===== src/hdl/dltq_pkg.sv =====
package dltq_pkg;

  // most expiries reported for one tick
  localparam int MAX_OUT = 8;
  localparam int NW      = $clog2(MAX_OUT + 1);

  typedef enum logic {
    CMD_START = 1'b0,
    CMD_TICK  = 1'b1
  } cmd_code_t;

  typedef enum logic [1:0] {
    KIND_ACCEPT  = 2'd0,
    KIND_FULL    = 2'd1,
    KIND_EXPIRED = 2'd2
  } kind_t;

  typedef struct packed {
    cmd_code_t   cmd;
    logic [15:0] wait_time;
    logic [7:0]  tag;
  } in_item_t;

  typedef struct packed {
    kind_t      kind;
    logic [2:0] slot;
    logic [7:0] expired_tag;
    logic       last;
  } out_item_t;

  typedef enum logic [2:0] {
    ST_IDLE,
    ST_INSERT,
    ST_RESP,
    ST_SCAN,
    ST_EXPIRE
  } state_t;

  // controller to datapath
  typedef struct packed {
    logic start_claim;
    logic start_reject;
    logic tick_start;
    logic ins_step;
    logic load_resp;
    logic scan_step;
    logic exp_step;
  } ctrl_cmd_t;

  // datapath to controller
  typedef struct packed {
    logic full;
    logic empty;
    logic ins_done;
    logic scan_done;
    logic scan_none;
    logic exp_last;
    logic out_free;
  } dp_status_t;

endpackage


===== src/hdl/dltq_ctrl.sv =====
module dltq_ctrl
  import dltq_pkg::*;
(
  input  logic       clk,
  input  logic       rst,
  input  logic       in_valid,
  input  cmd_code_t  in_cmd,
  input  dp_status_t status,
  output logic       in_ready,
  output ctrl_cmd_t  cmd
);

  state_t state;
  state_t state_next;

  // state register
  always_ff @(posedge clk) begin
    if (rst) begin
      state <= ST_IDLE;
    end else begin
      state <= state_next;
    end
  end

  // next state
  always_comb begin
    state_next = state;
    unique case (state)
      ST_IDLE: begin
        if (in_valid) begin
          if (in_cmd == CMD_START) begin
            state_next = status.full ? ST_RESP : ST_INSERT;
          end else if (!status.empty) begin
            state_next = ST_SCAN;
          end
        end
      end
      ST_INSERT: begin
        if (status.ins_done) state_next = ST_RESP;
      end
      ST_RESP: begin
        if (status.out_free) state_next = ST_IDLE;
      end
      ST_SCAN: begin
        if (status.scan_done) state_next = status.scan_none ? ST_IDLE : ST_EXPIRE;
      end
      ST_EXPIRE: begin
        if (status.out_free && status.exp_last) state_next = ST_IDLE;
      end
      default: state_next = ST_IDLE;
    endcase
  end

  // command outputs
  always_comb begin
    cmd      = '0;
    in_ready = 1'b0;
    unique case (state)
      ST_IDLE: begin
        in_ready = 1'b1;
        if (in_valid) begin
          if (in_cmd == CMD_START) begin
            cmd.start_claim  = !status.full;
            cmd.start_reject = status.full;
          end else begin
            cmd.tick_start = !status.empty;
          end
        end
      end
      ST_INSERT: cmd.ins_step  = 1'b1;
      ST_RESP:   cmd.load_resp = status.out_free;
      ST_SCAN:   cmd.scan_step = 1'b1;
      ST_EXPIRE: cmd.exp_step  = status.out_free;
      default: ;
    endcase
  end

endmodule


===== src/hdl/dltq_dp.sv =====
module dltq_dp
  import dltq_pkg::*;
#(
  parameter int SLOTS = 8
) (
  input  logic       clk,
  input  logic       rst,
  input  ctrl_cmd_t  cmd,
  input  in_item_t   in_data,
  output dp_status_t status,
  output logic       out_valid,
  input  logic       out_ready,
  output out_item_t  out_data
);

  localparam int SW = (SLOTS > 1) ? $clog2(SLOTS) : 1;
  localparam int CW = $clog2(SLOTS + 1);

  // list kept by position, head (soonest) at count-1
  logic [15:0]   delta_pos [SLOTS];
  logic [SW-1:0] order_pos [SLOTS];
  logic [7:0]    slot_tag  [SLOTS];

  logic [CW-1:0]    count;
  logic [SLOTS-1:0] free_mask;

  logic [SW-1:0] pos;
  logic [15:0]   rel;
  logic [SW-1:0] ins_slot;
  logic          rejected;
  logic          dec_done;
  logic          counting;
  logic [NW-1:0] n_exp;

  logic [SW-1:0] free_slot;
  logic [SW-1:0] pos_m1;
  logic [CW-1:0] cm1;
  logic [SW-1:0] head;
  logic [SW-1:0] d_addr;
  logic [SW-1:0] o_addr;
  logic [15:0]   d_rd;
  logic [SW-1:0] o_rd;
  logic          ins_at_zero;
  logic          ins_shift;
  logic          dec_now;
  logic          dec_new;
  logic          zero_now;
  logic          count_ok;
  logic [NW-1:0] n_next;
  logic [SW+2:0] ins_ext;
  logic [SW+2:0] exp_ext;

  // lowest free slot
  always_comb begin
    free_slot = '0;
    for (int k = SLOTS - 1; k >= 0; k--) begin
      if (free_mask[k]) free_slot = SW'(k);
    end
  end

  // single read port on each list array
  assign pos_m1 = pos - 1'b1;
  assign cm1    = count - 1'b1;
  assign head   = cm1[SW-1:0];
  assign d_addr = cmd.ins_step ? pos_m1 : pos;
  assign o_addr = cmd.ins_step ? pos_m1 : head;
  assign d_rd   = delta_pos[d_addr];
  assign o_rd   = order_pos[o_addr];

  // insertion walk: move past entries that expire strictly sooner
  assign ins_at_zero = (pos == '0);
  assign ins_shift   = !ins_at_zero && (d_rd < rel);

  // tick scan: take the millisecond from the first nonzero delta, count zeros at the head
  assign dec_now  = !dec_done && (d_rd != 16'd0);
  assign dec_new  = dec_done || (d_rd != 16'd0);
  assign zero_now = dec_done ? (d_rd == 16'd0) : (d_rd <= 16'd1);
  assign count_ok = counting && zero_now && (n_exp != NW'(MAX_OUT));
  assign n_next   = n_exp + NW'(count_ok);

  assign ins_ext = {3'b000, ins_slot};
  assign exp_ext = {3'b000, o_rd};

  always_comb begin
    status           = '0;
    status.full      = (count == CW'(SLOTS));
    status.empty     = (count == '0);
    status.ins_done  = !ins_shift;
    status.scan_done = (pos == '0) || (dec_new && !count_ok);
    status.scan_none = (n_next == '0);
    status.exp_last  = (n_exp == NW'(1));
    status.out_free  = !out_valid || out_ready;
  end

  // control state
  always_ff @(posedge clk) begin
    if (rst) begin
      count     <= '0;
      free_mask <= '1;
      out_valid <= 1'b0;
    end else begin
      if (cmd.start_claim) begin
        count               <= count + 1'b1;
        free_mask[free_slot] <= 1'b0;
      end else if (cmd.exp_step) begin
        count          <= cm1;
        free_mask[o_rd] <= 1'b1;
      end
      if (cmd.load_resp || cmd.exp_step) begin
        out_valid <= 1'b1;
      end else if (out_ready) begin
        out_valid <= 1'b0;
      end
    end
  end

  // list, tags and work registers
  always_ff @(posedge clk) begin
    if (cmd.start_claim) begin
      slot_tag[free_slot] <= in_data.tag;
      ins_slot            <= free_slot;
      rel                 <= in_data.wait_time;
      pos                 <= count[SW-1:0];
      rejected            <= 1'b0;
    end
    if (cmd.start_reject) begin
      rejected <= 1'b1;
    end
    if (cmd.tick_start) begin
      pos      <= head;
      dec_done <= 1'b0;
      counting <= 1'b1;
      n_exp    <= '0;
    end
    if (cmd.ins_step) begin
      if (ins_at_zero) begin
        order_pos[0] <= ins_slot;
        delta_pos[0] <= rel;
      end else if (ins_shift) begin
        order_pos[pos] <= o_rd;
        delta_pos[pos] <= d_rd;
        rel            <= rel - d_rd;
        pos            <= pos_m1;
      end else begin
        delta_pos[pos_m1] <= d_rd - rel;
        order_pos[pos]    <= ins_slot;
        delta_pos[pos]    <= rel;
      end
    end
    if (cmd.scan_step) begin
      if (dec_now) delta_pos[pos] <= d_rd - 16'd1;
      dec_done <= dec_new;
      counting <= count_ok;
      n_exp    <= n_next;
      pos      <= pos_m1;
    end
    if (cmd.load_resp) begin
      if (rejected) begin
        out_data <= '{kind: KIND_FULL, slot: 3'd0, expired_tag: 8'd0, last: 1'b1};
      end else begin
        out_data <= '{kind: KIND_ACCEPT, slot: ins_ext[2:0], expired_tag: 8'd0, last: 1'b1};
      end
    end
    if (cmd.exp_step) begin
      out_data <= '{kind: KIND_EXPIRED, slot: exp_ext[2:0], expired_tag: slot_tag[o_rd],
                    last: status.exp_last};
      n_exp    <= n_exp - 1'b1;
    end
  end

  // every slot is either free or on the list
  a_slot_balance: assert property (@(posedge clk) disable iff (rst)
    ($countones(free_mask) + int'(count)) == SLOTS)
    else $error("free mask and entry count disagree");

  // only a zero-delta head expires
  a_head_zero: assert property (@(posedge clk) disable iff (rst)
    cmd.exp_step |-> (count != '0) && (delta_pos[head] == 16'd0))
    else $error("expiry of a head with nonzero delta");

  // a scan never begins on an empty list
  a_scan_nonempty: assert property (@(posedge clk) disable iff (rst)
    cmd.tick_start |-> (count != '0))
    else $error("tick scan started on empty list");

  // result register is loaded only when free
  a_out_free: assert property (@(posedge clk) disable iff (rst)
    (cmd.load_resp || cmd.exp_step) |-> (!out_valid || out_ready))
    else $error("result register overwritten");

  // an expiry step shows an expired result next cycle
  a_exp_kind: assert property (@(posedge clk) disable iff (rst)
    cmd.exp_step |=> out_valid && (out_data.kind == KIND_EXPIRED))
    else $error("expiry step without expired result");

endmodule


===== src/hdl/delta_list_timer_queue_unit.sv =====
// Delta-list one-shot timer queue with SLOTS slots. A start item claims the lowest free
// slot, stores its tag and walks the sorted list from the head toward the tail, one entry
// per cycle, and then loads the single result (accepted with slot) into the output
// register; a start on a full queue skips the walk and goes straight to loading its full
// result. A tick item scans from the head one entry per cycle until the millisecond has
// been taken from the first nonzero delta and the run of zero deltas has ended or reached
// MAX_OUT, then emits one expiry per cycle while the output register is free, soonest
// first, with last set on the final one; a tick that expires nothing, or arrives on an
// empty list, gives no result. Every result load waits while the output register still
// holds a result that has not been taken. The next item is taken once the previous one
// has finished its walk or its last result is in the output register.
module delta_list_timer_queue_unit
  import dltq_pkg::*;
#(
  parameter int SLOTS = 8
) (
  input  logic      clk,
  input  logic      rst,
  input  logic      in_valid,
  output logic      in_ready,
  input  in_item_t  in_data,
  output logic      out_valid,
  input  logic      out_ready,
  output out_item_t out_data
);

  ctrl_cmd_t  cmd;
  dp_status_t status;

  // sequencer
  dltq_ctrl u_ctrl (
    .clk      (clk),
    .rst      (rst),
    .in_valid (in_valid),
    .in_cmd   (in_data.cmd),
    .status   (status),
    .in_ready (in_ready),
    .cmd      (cmd)
  );

  // list storage and result register
  dltq_dp #(
    .SLOTS (SLOTS)
  ) u_dp (
    .clk       (clk),
    .rst       (rst),
    .cmd       (cmd),
    .in_data   (in_data),
    .status    (status),
    .out_valid (out_valid),
    .out_ready (out_ready),
    .out_data  (out_data)
  );

endmodule


===== config.mk =====
export PLATFORM = sky130hd
export DESIGN_NAME = delta_list_timer_queue_unit
export DESIGN_NICKNAME = d
export VERILOG_FILES = /design/src/hdl/dltq_pkg.sv /design/src/hdl/dltq_ctrl.sv /design/src/hdl/dltq_dp.sv /design/src/hdl/delta_list_timer_queue_unit.sv
export SDC_FILE = /design/constraint.sdc
export NUM_CORES = 1
export LEC_CHECK = 0
export BUFFER_PORTS_ARGS = -buffer_cell sky130_fd_sc_hd__buf_2
export CAP_MARGIN = 40
export CORE_AREA = 2 2 171 173
export CTS_CLUSTER_DIAMETER = 120
export CTS_CLUSTER_SIZE = 24
export DETAILED_ROUTE_END_ITERATION = 10
export DIE_AREA = 0 0 173 175
export GPL_TIMING_DRIVEN = 0
export HOLD_SLACK_MARGIN = 0.1
export PLACE_DENSITY = 0.7
export SYNTH_ARGS = -nofsm -noshare
export SYNTH_HDL_FRONTEND = slang
export SYNTH_SLANG_ARGS = --single-unit

===== constraint.sdc =====
create_clock -name clk -period 8.98 [get_ports clk]
set_input_delay 1.796 -clock clk [delete_from_list [all_inputs] [get_ports clk]]
set_output_delay 1.796 -clock clk [all_outputs]
set_load 0.03 [all_outputs]

==> impl_results.md <==
- Crit path launch type: flip-flop
- Routed Antenna Nets: 0
- Critical Path RT: 9.14 ns
- Area Overhead vs Synth: 9.72%
- Min-Delay Path Class: reg -> reg
- Die W: 173 µm
- Cell with the most instances after synthesis: edfxtp_1
- Largest net degree at the start of global routing: 26
- Max Root-Sink Buffers: 3
- Finished Layout Cells: 1776
- Post-Syn Area: 15100 µm²
- Filler Cell Count: 2395
- Most area-hungry cell type in the Yosys netlist: edfxtp_1
- Fraction of registers with async set/reset: 0
- Share of the synthesized area in the top cell type: 0.471
- Post-DP HPWL: 28800 µm
- Synth top cells by count: edfxtp_1 (237), mux2i_1 (150), nor2_1 (129), a21oi_1 (93), nand2_1 (83)
- CTS Hold Bufs: 0
- I/O Pins: 45
- Initial core utilization: 0.532
- Post-synth EDFFs: 237
- WL/cell: 21.8 µm
- Setup crit end kind: flip-flop
- Crit path time final: 7.82 ns
- WL final: 38700 µm
- Setup CP Type: reg -> reg
- FP Rows: 62
- Initial antenna violation count: 0
- Htree depth: 1
- Clock slew at reported path FFs: 0.10 ns
- Max-cap viol count: 0
- Post-route cell area: 16600 µm²
- Slew Limit Fails: 0
- Crit-path max FO: 10
- Status: complete, no violations
- Reg2Reg Depth: 20
- Fin. Hold Viols: 0
- GPL Wtd Cong: 0.869
- Iter 0 DRT Violations: 1240
- Clk sinks: 275
- Worst setup path startpoint: u_dp.pos[1]
- Seq/Total Area, Yosys: 0.521
- Setup repair after global routing missed its margin: false
- Post-CTS Resized: 0
- Overflow left after global routing: 0
- N_diodes: 0
- Yosys reg bits: 275
- Clock root buffer master: clkbuf_16
- Share of cells above drive strength 1: 0.137
- Reg2reg end: u_dp.order_pos[4][2]
- DP Area: 16200 µm²
- Total GRT Usage: 0.254
- Worst flop-to-flop path startpoint: u_dp.pos[1]
- Top_reg_cell synth: edfxtp_1
- Setup TNS: 0 ns
- Post-placement cell count: 1754
- Crit path to: u_dp.order_pos[4][2]
- Drt drc: 0
- Worst Max-Slew Pin Slew: 0.983 ns
- CTS tree: yes
- Relative slew slack: 0.338
- Number of global-route vias before repair: 10562
- # nets final: 1460
- Synth top area cells: edfxtp_1 (47%), mux2i_1 (9.9%), dfxtp_1 (5.0%)
- Net Count, Synth: 1372
- F_max: 128 MHz
- First-pass GRT wire length: 59500 µm
- Worst EP arrival: 7.97 ns
- Mapped Avg Cell Area: 11.6 µm²
- Post-CTS setup buffers: 0
- Final cycle utilization of the critical path: 0.871
- Router iterations before antenna repair: 5
- Core area: 28400 µm²
- Synth Instances: 1300
- IO Port Bufs: 43
- Die ar.: 30300 µm²
- Die height: 175 µm
- Clk_lat worst skew: 0.49 ns
- Unique masters post-synth: 88
- Synth warn: 0
- Reg2Reg Setup Slack: 1.16 ns
- CTS Buf Count: 15
- Routed vias: 10728
- Final setup viols: 0
- Vias/cell: 6.04
- Worst Skew: 0.0162 ns
==> layout make-up <==
class	instances	area [µm²]	share of cell area
tap	384	480	0.0290
inverter	58	218	0.0131
sequential	275	7880	0.475
clock buffer	20	394	0.0238
multi-input combinational	883	6700	0.404
timing repair buffer	71	523	0.0315
clock inverter	1	16.3	0.000981
buffer	84	365	0.0220
==> worst min-delay path by stage <==
stage / from / to / cells past startpoint
after CTS: u_dp.rel[15] / u_dp.rel[15] / 2
after global routing: u_dp.rel[15] / u_dp.rel[15] / 2
after floorplan: u_dp.rel[15] / u_dp.rel[15] / 2
after detailed placement: u_dp.rel[15] / u_dp.rel[15] / 2
after global placement: u_dp.rel[15] / u_dp.rel[15] / 2
final: u_dp.rel[15] / u_dp.rel[15] / 2
==> logic make-up after synthesis <==
group                      Yosys count  synth area share
DFF                                275             0.521
and+or+nand+nor                    339             0.105
AOI/OAI and AO/OA                  273             0.121
buffers and inverters              142            0.0386
adders and majority gates           43            0.0366
xor gates and xnor gates            35            0.0215
muxes                              193             0.156
==> stage by stage <==
step | hold WS (ns) | util | setup slack, ns
4_1_cts | 0.497 | 0.584 | 1.23
2_1_floorplan | 0.451 | - | 3.18
5_1_grt | 0.523 | 0.584 | 0.663
6_report | 0.490 | 0.584 | 1.16
3_3_place_gp | 0.465 | 0.557 | 0.739
3_5_place_dp | 0.482 | 0.569 | 1.25
==> sequential cells by signal (all words and copies together), names as in the netlist, 4 cells and up <==
register,flops
u_dp.slot_tag,64
u_dp.rel,16
u_dp.n_exp,4
u_dp.out_data,14
u_dp.free_mask,8
u_dp.delta_pos,128
u_dp.count,4
u_dp.order_pos,24
==> metal layers <==
metal | part of all wire | up-vias | GRT usage
met5 | 0 | - | 0
met4 | 0.025 | 0 | 0.0696
met3 | 0.084 | 78 | 0.0446
met2 | 0.47 | 431 | 0.417
met1 | 0.42 | 5201 | 0.350
li1 | - | 5018 | -
==> critical path, cell delays in order (launching register included) <==
cell and delay [ns]:
dfxtp_1 0.34, clkbuf_1 0.40, inv_1 0.19, ha_1 0.27, and4bb_2 0.29, xnor2_4 0.37
buf_2 0.40, buf_6 0.24, mux4_2 0.54, mux2i_2 0.58, inv_1 0.17, fa_1 0.46
a211oi_1 0.37, nor3_1 0.14, o22ai_1 0.26, o211ai_1 0.28, nand2b_1 0.22, clkbuf_1 0.28
clkbuf_1 0.40, clkbuf_1 0.40, o21ai_0 0.87
==> placed cells by master (no fill, tap or decap), types with 16 or more instances in the layout <==
cell type	Yosys	final
a21o_1	16	16
a21oi_1	93	93
a31oi_1	17	17
buf_2	10	55
clkbuf_1	57	62
dfxtp_1	38	38
edfxtp_1	237	237
ha_1	41	41
inv_1	54	54
mux2i_1	150	150
mux4_2	30	30
nand2_1	83	83
nand3_1	18	18
nor2_1	129	129
nor3_1	25	24
o21ai_0	51	45
xnor2_1	22	22
Power is left out: the tool's default activity adds up to more than one toggle a clock period on the data nets, which glitch-free logic cannot reach.
